$ cat config.mk
export PLATFORM = sky130hd
export DESIGN_NAME = anti_replay_window_with_ceiling_unit
export DESIGN_NICKNAME = d
export VERILOG_FILES = /design/src/rtl/arwc_pkg.sv /design/src/rtl/arwc_apb.sv /design/src/rtl/arwc_core.sv /design/src/rtl/anti_replay_window_with_ceiling_unit.sv
export SDC_FILE = /design/constraint.sdc
export NUM_CORES = 2
export LEC_CHECK = 0
export BUFFER_PORTS_ARGS = -buffer_cell sky130_fd_sc_hd__buf_4
export CORE_MARGIN = 2
export CORE_UTILIZATION = 45
export CTS_BUF_LIST = sky130_fd_sc_hd__clkbuf_16
export DETAILED_ROUTE_END_ITERATION = 16
export PLACE_DENSITY = 0.71
export SYNTH_ARGS = -nofsm -noshare
export SYNTH_HDL_FRONTEND = slang
export SYNTH_SLANG_ARGS = --single-unit
$ cat constraint.sdc
create_clock -name clk -period 6 [get_ports clk]
set_input_delay 0.3 -clock clk [delete_from_list [all_inputs] [get_ports clk]]
set_output_delay 0.3 -clock clk [all_outputs]
set_load 0.05 [all_outputs]
$ cat src/rtl/arwc_pkg.sv
// Shared types and constants for the anti-replay window with ceiling unit.
// Holds command and status codes, the register map and the result struct.
// Depends on nothing.
package arwc_pkg;

	localparam int WINDOW_BITS_DEF = 64;
	localparam int CTR_W = 64;
	localparam int RES_W = 32;
	localparam int ADDR_W = 3;
	localparam logic [31:0] RESERVATION_RESET = 32'd1024;

	localparam logic REG_RESERVATION = 1'b0;

	typedef enum logic [1:0] {
		CMD_OPEN_FRESH    = 2'd0,
		CMD_OPEN_RESTORED = 2'd1,
		CMD_ACCEPT        = 2'd2,
		CMD_CLOSE         = 2'd3
	} cmd_t;

	typedef enum logic [1:0] {
		ST_SUCCESS  = 2'd0,
		ST_REPLAYED = 2'd1,
		ST_NOT_OPEN = 2'd2
	} status_t;

	typedef struct packed {
		logic [1:0]       status;
		logic             commit_valid;
		logic [CTR_W-1:0] commit_value;
	} result_t;

endpackage

$ cat src/rtl/arwc_apb.sv
// Configuration register file of the anti-replay window with ceiling unit.
// Holds the reservation register behind an APB-style port.
// Depends on arwc_pkg.
module arwc_apb (
	input  logic                          clk,
	input  logic                          arst_n,
	input  logic                          psel,
	input  logic                          penable,
	input  logic                          pwrite,
	input  logic [arwc_pkg::ADDR_W-1:0]   paddr,
	input  logic [31:0]                   pwdata,
	output logic [31:0]                   prdata,
	output logic                          pready,
	output logic [arwc_pkg::RES_W-1:0]    reservation
);

	logic [arwc_pkg::RES_W-1:0] reservation_q;
	logic                       sel_res;

	assign sel_res = (paddr[arwc_pkg::ADDR_W-1] == arwc_pkg::REG_RESERVATION);
	assign pready = 1'b1;
	assign reservation = reservation_q;
	assign prdata = sel_res ? reservation_q : 32'd0;

	always_ff @(posedge clk or negedge arst_n) begin
		if (!arst_n) begin
			reservation_q <= arwc_pkg::RESERVATION_RESET;
		end else if (psel && penable && pwrite && pready && sel_res) begin
			reservation_q <= pwdata;
		end
	end

endmodule

$ cat src/rtl/arwc_core.sv
// Window state and the single-pass update logic for one command.
// Produces the result of a command and updates the state when stepped.
// Depends on arwc_pkg.
module arwc_core #(
	parameter int WINDOW_BITS = arwc_pkg::WINDOW_BITS_DEF
) (
	input  logic                          clk,
	input  logic                          arst_n,
	input  logic                          step,
	input  logic [1:0]                    command,
	input  logic [arwc_pkg::CTR_W-1:0]    counter,
	input  logic [arwc_pkg::RES_W-1:0]    reservation,
	output arwc_pkg::result_t             result
);

	localparam int IW = $clog2(WINDOW_BITS);
	localparam logic [arwc_pkg::CTR_W-1:0] WIN = arwc_pkg::CTR_W'(WINDOW_BITS);

	logic                         open_q, live_q, held_q;
	logic [arwc_pkg::CTR_W-1:0]   high_q, ceil_q;
	logic [WINDOW_BITS-1:0]       mask_q;

	logic                         open_n, live_n, held_n;
	logic [arwc_pkg::CTR_W-1:0]   high_n, ceil_n;
	logic [WINDOW_BITS-1:0]       mask_n;

	logic                         above;
	logic [arwc_pkg::CTR_W-1:0]   d_up, d_dn, top;
	logic                         far_up, far_dn, hit;
	logic [WINDOW_BITS-1:0]       shifted, marked;
	logic [arwc_pkg::CTR_W:0]     sum;
	logic [arwc_pkg::CTR_W-1:0]   reserved;

	assign above = counter > high_q;
	assign d_up = counter - high_q;
	assign d_dn = high_q - counter;
	assign far_up = d_up >= WIN;
	assign far_dn = d_dn >= WIN;
	assign shifted = (mask_q << d_up[IW-1:0]) | WINDOW_BITS'(1);
	assign marked = mask_q | (WINDOW_BITS'(1) << d_dn[IW-1:0]);
	assign hit = mask_q[d_dn[IW-1:0]];
	assign top = (!live_q || above) ? counter : high_q;
	assign sum = {1'b0, top} + {{(arwc_pkg::CTR_W + 1 - arwc_pkg::RES_W){1'b0}}, reservation};
	assign reserved = sum[arwc_pkg::CTR_W] ? {arwc_pkg::CTR_W{1'b1}} :
		sum[arwc_pkg::CTR_W-1:0];

	always_comb begin
		open_n = open_q;
		live_n = live_q;
		held_n = held_q;
		high_n = high_q;
		ceil_n = ceil_q;
		mask_n = mask_q;
		result.status = arwc_pkg::ST_SUCCESS;
		result.commit_valid = 1'b0;
		result.commit_value = '0;
		case (command)
			arwc_pkg::CMD_OPEN_FRESH: begin
				open_n = 1'b1;
				live_n = 1'b0;
				held_n = 1'b0;
				high_n = '0;
				ceil_n = '0;
				mask_n = '0;
			end
			arwc_pkg::CMD_OPEN_RESTORED: begin
				open_n = 1'b1;
				live_n = 1'b1;
				held_n = 1'b1;
				high_n = counter;
				ceil_n = counter;
				mask_n = '1;
			end
			arwc_pkg::CMD_ACCEPT: begin
				if (!open_q) begin
					result.status = arwc_pkg::ST_NOT_OPEN;
				end else if (live_q && !above && (far_dn || hit)) begin
					result.status = arwc_pkg::ST_REPLAYED;
				end else begin
					if (!live_q) begin
						mask_n = WINDOW_BITS'(1);
					end else if (above) begin
						mask_n = far_up ? WINDOW_BITS'(1) : shifted;
					end else begin
						mask_n = marked;
					end
					high_n = top;
					live_n = 1'b1;
					if (!held_q || top > ceil_q) begin
						result.commit_valid = 1'b1;
						result.commit_value = reserved;
						ceil_n = reserved;
						held_n = 1'b1;
					end
				end
			end
			default: begin
				if (open_q && live_q && held_q && high_q < ceil_q) begin
					result.commit_valid = 1'b1;
					result.commit_value = high_q;
				end
				open_n = 1'b0;
				live_n = 1'b0;
				held_n = 1'b0;
				high_n = '0;
				ceil_n = '0;
				mask_n = '0;
			end
		endcase
	end

	always_ff @(posedge clk or negedge arst_n) begin
		if (!arst_n) begin
			open_q <= 1'b0;
			live_q <= 1'b0;
			held_q <= 1'b0;
			high_q <= '0;
			ceil_q <= '0;
			mask_q <= '0;
		end else if (step) begin
			open_q <= open_n;
			live_q <= live_n;
			held_q <= held_n;
			high_q <= high_n;
			ceil_q <= ceil_n;
			mask_q <= mask_n;
		end
	end

endmodule

$ cat src/rtl/anti_replay_window_with_ceiling_unit.sv
// Top level of the anti-replay window with ceiling unit.
// Instantiates arwc_apb and arwc_core; uses arwc_pkg.
//
// Each request on the input channel (in_valid/in_ready) carries a command and a
// counter. Exactly one result leaves on the output channel (out_valid/out_ready)
// per request, in order: a status and an optional ceiling commit.
// A request is registered in the input register at acceptance, then its window
// update and result are computed combinationally and written to the output
// register, which drives out_valid.
// One request is accepted every cycle while the output is taken. The update of
// the window state in the second stage sets this rate.
// When the receiver stalls, the output register holds its result and one more
// request waits in the input register; in_ready then falls until out_ready.
// Reset clears the window (closed, no ceiling held), empties both stages and
// sets the reservation register to 1024. The user writes configuration via the
// APB-style port only while no request is in flight; the block does not check.
module anti_replay_window_with_ceiling_unit #(
	parameter int WINDOW_BITS = arwc_pkg::WINDOW_BITS_DEF
) (
	input  logic                          clk,
	input  logic                          arst_n,
	input  logic                          psel,
	input  logic                          penable,
	input  logic                          pwrite,
	input  logic [arwc_pkg::ADDR_W-1:0]   paddr,
	input  logic [31:0]                   pwdata,
	output logic [31:0]                   prdata,
	output logic                          pready,
	input  logic                          in_valid,
	output logic                          in_ready,
	input  logic [1:0]                    command,
	input  logic [arwc_pkg::CTR_W-1:0]    counter,
	output logic                          out_valid,
	input  logic                          out_ready,
	output logic [1:0]                    status,
	output logic                          commit_valid,
	output logic [arwc_pkg::CTR_W-1:0]    commit_value
);

	logic                         valid_s1, valid_s2;
	logic [1:0]                   command_s1;
	logic [arwc_pkg::CTR_W-1:0]   counter_s1;
	arwc_pkg::result_t            result, result_s2;
	logic [arwc_pkg::RES_W-1:0]   reservation;
	logic                         adv;

	assign adv = !valid_s2 || out_ready;
	assign in_ready = !valid_s1 || adv;

	arwc_apb u_apb (
		.clk         (clk),
		.arst_n      (arst_n),
		.psel        (psel),
		.penable     (penable),
		.pwrite      (pwrite),
		.paddr       (paddr),
		.pwdata      (pwdata),
		.prdata      (prdata),
		.pready      (pready),
		.reservation (reservation)
	);

	arwc_core #(
		.WINDOW_BITS (WINDOW_BITS)
	) u_core (
		.clk         (clk),
		.arst_n      (arst_n),
		.step        (valid_s1 && adv),
		.command     (command_s1),
		.counter     (counter_s1),
		.reservation (reservation),
		.result      (result)
	);

	always_ff @(posedge clk or negedge arst_n) begin
		if (!arst_n) begin
			valid_s1 <= 1'b0;
			valid_s2 <= 1'b0;
		end else begin
			if (in_ready) begin
				valid_s1 <= in_valid;
			end
			if (adv) begin
				valid_s2 <= valid_s1;
			end
		end
	end

	always_ff @(posedge clk) begin
		if (in_valid && in_ready) begin
			command_s1 <= command;
			counter_s1 <= counter;
		end
		if (adv && valid_s1) begin
			result_s2 <= result;
		end
	end

	assign out_valid = valid_s2;
	assign status = result_s2.status;
	assign commit_valid = result_s2.commit_valid;
	assign commit_value = result_s2.commit_value;

endmodule
==> results.toml <==
[clock_network]
cts_buffers = 48
clk_path_buf_depth = 3
cts_root_buf = "clkbuf_16"
tritoncts = "done"
clkSlewWorstSetupHoldPaths_ps = 60
cts.sinks = 362
clock_latency_ps = 630
htree_levels = 2

[critical_path]
crit_path_start_kind = "register"
rrSetupSlack_ps = -130
path_max_fanout = 39
cp-end-kind = "register"
crit_end = "u_core.ceil_q[10]"
r2r_start = "u_core.high_q[0]"
reg2reg_depth = 26
r2r_end = "u_core.ceil_q[10]"
crit_start = "u_core.high_q[0]"
worst-endpoint-arrival_ps = 6630
critical_path_class = "reg2reg"
crit_required_ps = 6500

[timing]
fmax_mhz = 163
finalSetupViolations = 59
skew_ps = 42.0
worst_pin_slew_ps = 1290
drv_slew = 0
hold_violations = 0
rsz0062_at_grt = "yes"
setup_tns_ps = -3730
finalWorstSetupSlack_ps = -129
hold_slack_ps = 220
post-route-period-util_pct = 102
maxSlewHeadroom_pct = 13.6
period_needed_ps = 6130

[route]
wl_um = 175000
dr.pass1.iters = 6
remaining_drc_errors = 0
antenna_left = 0
drtIter0Drc = 5200
dr_total_vias = 41896
routed_via_density = 6.52
detail_route.wl_per_cell_um = 27.2

[placed_design]
io_buffers = 206
post-place-ws_ps = -574
gp_congestion = 1.07
dpl.hpwl_um = 133000
place_area_um2 = 43700

[status]
violations = "negative setup slack"
status = "finished, violations left"

[global_route]
grt_overflow_total = 0
grt_pass1_wl_um = 255000
grt_max_degree = 151
antenna_found_initial = 4
grt_use_total_pct = 40.3
first_global_vias = 40105

[layout]
drive_gt1_share_pct = 22.9
final_common_cell = "buf_4"
final_nets = 5722
layout_common_cells = "836 x buf_4, 429 x nand2_1, 428 x a21oi_1"
final_area_um2 = 47400
fillers = 7182
area_delta_synth_final_pct = 29.1

[die]
io_pins = 210
rows = 104
die_w_um = 289
start_util_pct = 45.5
die_height_um = 289
die_area_um2 = 83800
core_area_um2 = 80500

[yosys]
avgSynthCellArea_um2 = 8.02
syn_inst = 4575
synth_warnings = 0
ys_ff_latch = 362
netlist-cell-type-count = 99
synth-edff-count = 133
synth_fp_nets = 4976
netlist_area_um2 = 36700
seq_area_frac_synth_pct = 26.5
synth_flop_cell = "dfrtp_1"
async_reset_ff_share_pct = 63.3

[pwr]
leakagePower_nw = 20.5
pwr_density_cell_nw_per_um2 = 390
peakVddDrop_uv = 294

[run]
drv_cap = 0

[min_path]
hold_class = "in2async"
## logic make-up after synthesis
logic type / after synthesis / share of synthesized area (%)
AO/OA/AOI/OAI: 1579 / 27.2
XOR/XNOR: 118 / 2.87
adder cells (fa/ha/maj): 293 / 10.1
buffers and inverters: 547 / 6.13
flip-flops: 362 / 26.5
multiplexers: 280 / 9.00
other: 1 / 0.0102
AND/OR/NAND/NOR: 1395 / 18.2
## where the power goes
part	internal (mW)	switching (mW)
logic	4.56	7.38
clock network	1.87	1.27
registers	3.00	0.404
## sequential cells by signal (all words and copies together) (netlist names), 2 cells and up
signal	flops
u_core.high_q	64
counter_s1	64
u_core.ceil_q	64
status	2
u_core.mask_q	64
commit_value	64
command_s1	2
u_apb.reservation	32
## routing by layer
layer | track usage [%] | share of wire, % | vias up
met5 | 0 | 0.011 | -
met3 | 8.43 | 10 | 498
met4 | 21.8 | 6.2 | 4
met2 | 61.6 | 43 | 2618
met1 | 53.3 | 40 | 20193
li1 | - | - | 18583
## what timing repair did
action / 4_1_cts / 5_1_grt
hold buffers: 102 / 0
gates resized for setup: 50 / 135
setup buffers: 8 / 7
pin swaps: 8 / 24
gates cloned: 4 / 3
setup endpoints to repair: 130 / 130
hold endpoints to repair: 179 / 0
## synth_stat cells (all sizes together) (66+ instances only)
cell type / number / area, µm²
a21oi: 444 / 2230
nand2: 434 / 1630
o21ai: 404 / 2020
nor2: 349 / 1310
ha: 290 / 3630
inv: 258 / 968
dfrtp: 228 / 5710
clkbuf: 171 / 642
mux2i: 171 / 1710
nand4: 142 / 888
edfxtp: 133 / 3990
buf: 118 / 638
nand3: 107 / 536
o22ai: 96 / 601
a21o: 87 / 653
nor3: 82 / 410
mux2: 77 / 867
a22o: 73 / 639
xnor2: 66 / 597
## metrics by stage
step | power, mW | util [%] | cells
after detailed placement | 14.4 | 54.3 | 6208
after global placement | 14.3 | 54.3 | 6208
final | 18.5 | 58.8 | 6423
after floorplan | 9.92 | - | 4575
after CTS | 17.8 | 58.1 | 6411
after global routing | 19.3 | 58.8 | 6420
## final cells by class
type | count | area [µm²] | share of cell area (%)
Antenna cell | 3 | 7.51 | 0.0159
Clock buffer | 50 | 1250 | 2.64
Clock inverter | 39 | 430 | 0.909
Inverter | 258 | 970 | 2.05
Multi-Input combinational cell | 3666 | 25500 | 53.8
Sequential cell | 362 | 9730 | 20.5
Tap cell | 1060 | 1330 | 2.80
Timing Repair Buffer | 985 | 8160 | 17.2
## how the worst min path moves through the flow
stage          startpoint                to  slack, ps
2_1_floorplan      arst_n         out_valid          4
3_3_place_gp       arst_n  u_core.ceil_q[0]        350
3_5_place_dp       arst_n  u_core.ceil_q[0]        330
4_1_cts            arst_n  u_core.ceil_q[0]        300
5_1_grt            arst_n  u_core.ceil_q[0]        300
6_report           arst_n  u_core.ceil_q[0]        220
## worst max-delay path: stages, from the launching register on
cell	delay, ps
dfrtp_1	410
ha_4	170
inv_2	50
fa_2	220
nand3_2	90
a2111o_1	470
o211a_4	200
o211a_1	230
o2111a_1	260
or2_4	320
buf_8	180
buf_12	180
nand2_1	80
o21ai_0	170
ha_1	410
nand2_1	100
nor3_2	240
and2_4	210
nand3_1	200
o211ai_1	320
o311ai_2	180
buf_4	180
o31ai_4	200
and2_4	230
buf_8	160
buf_12	170
mux2_4	320
(Power assumes the default switching activity.)
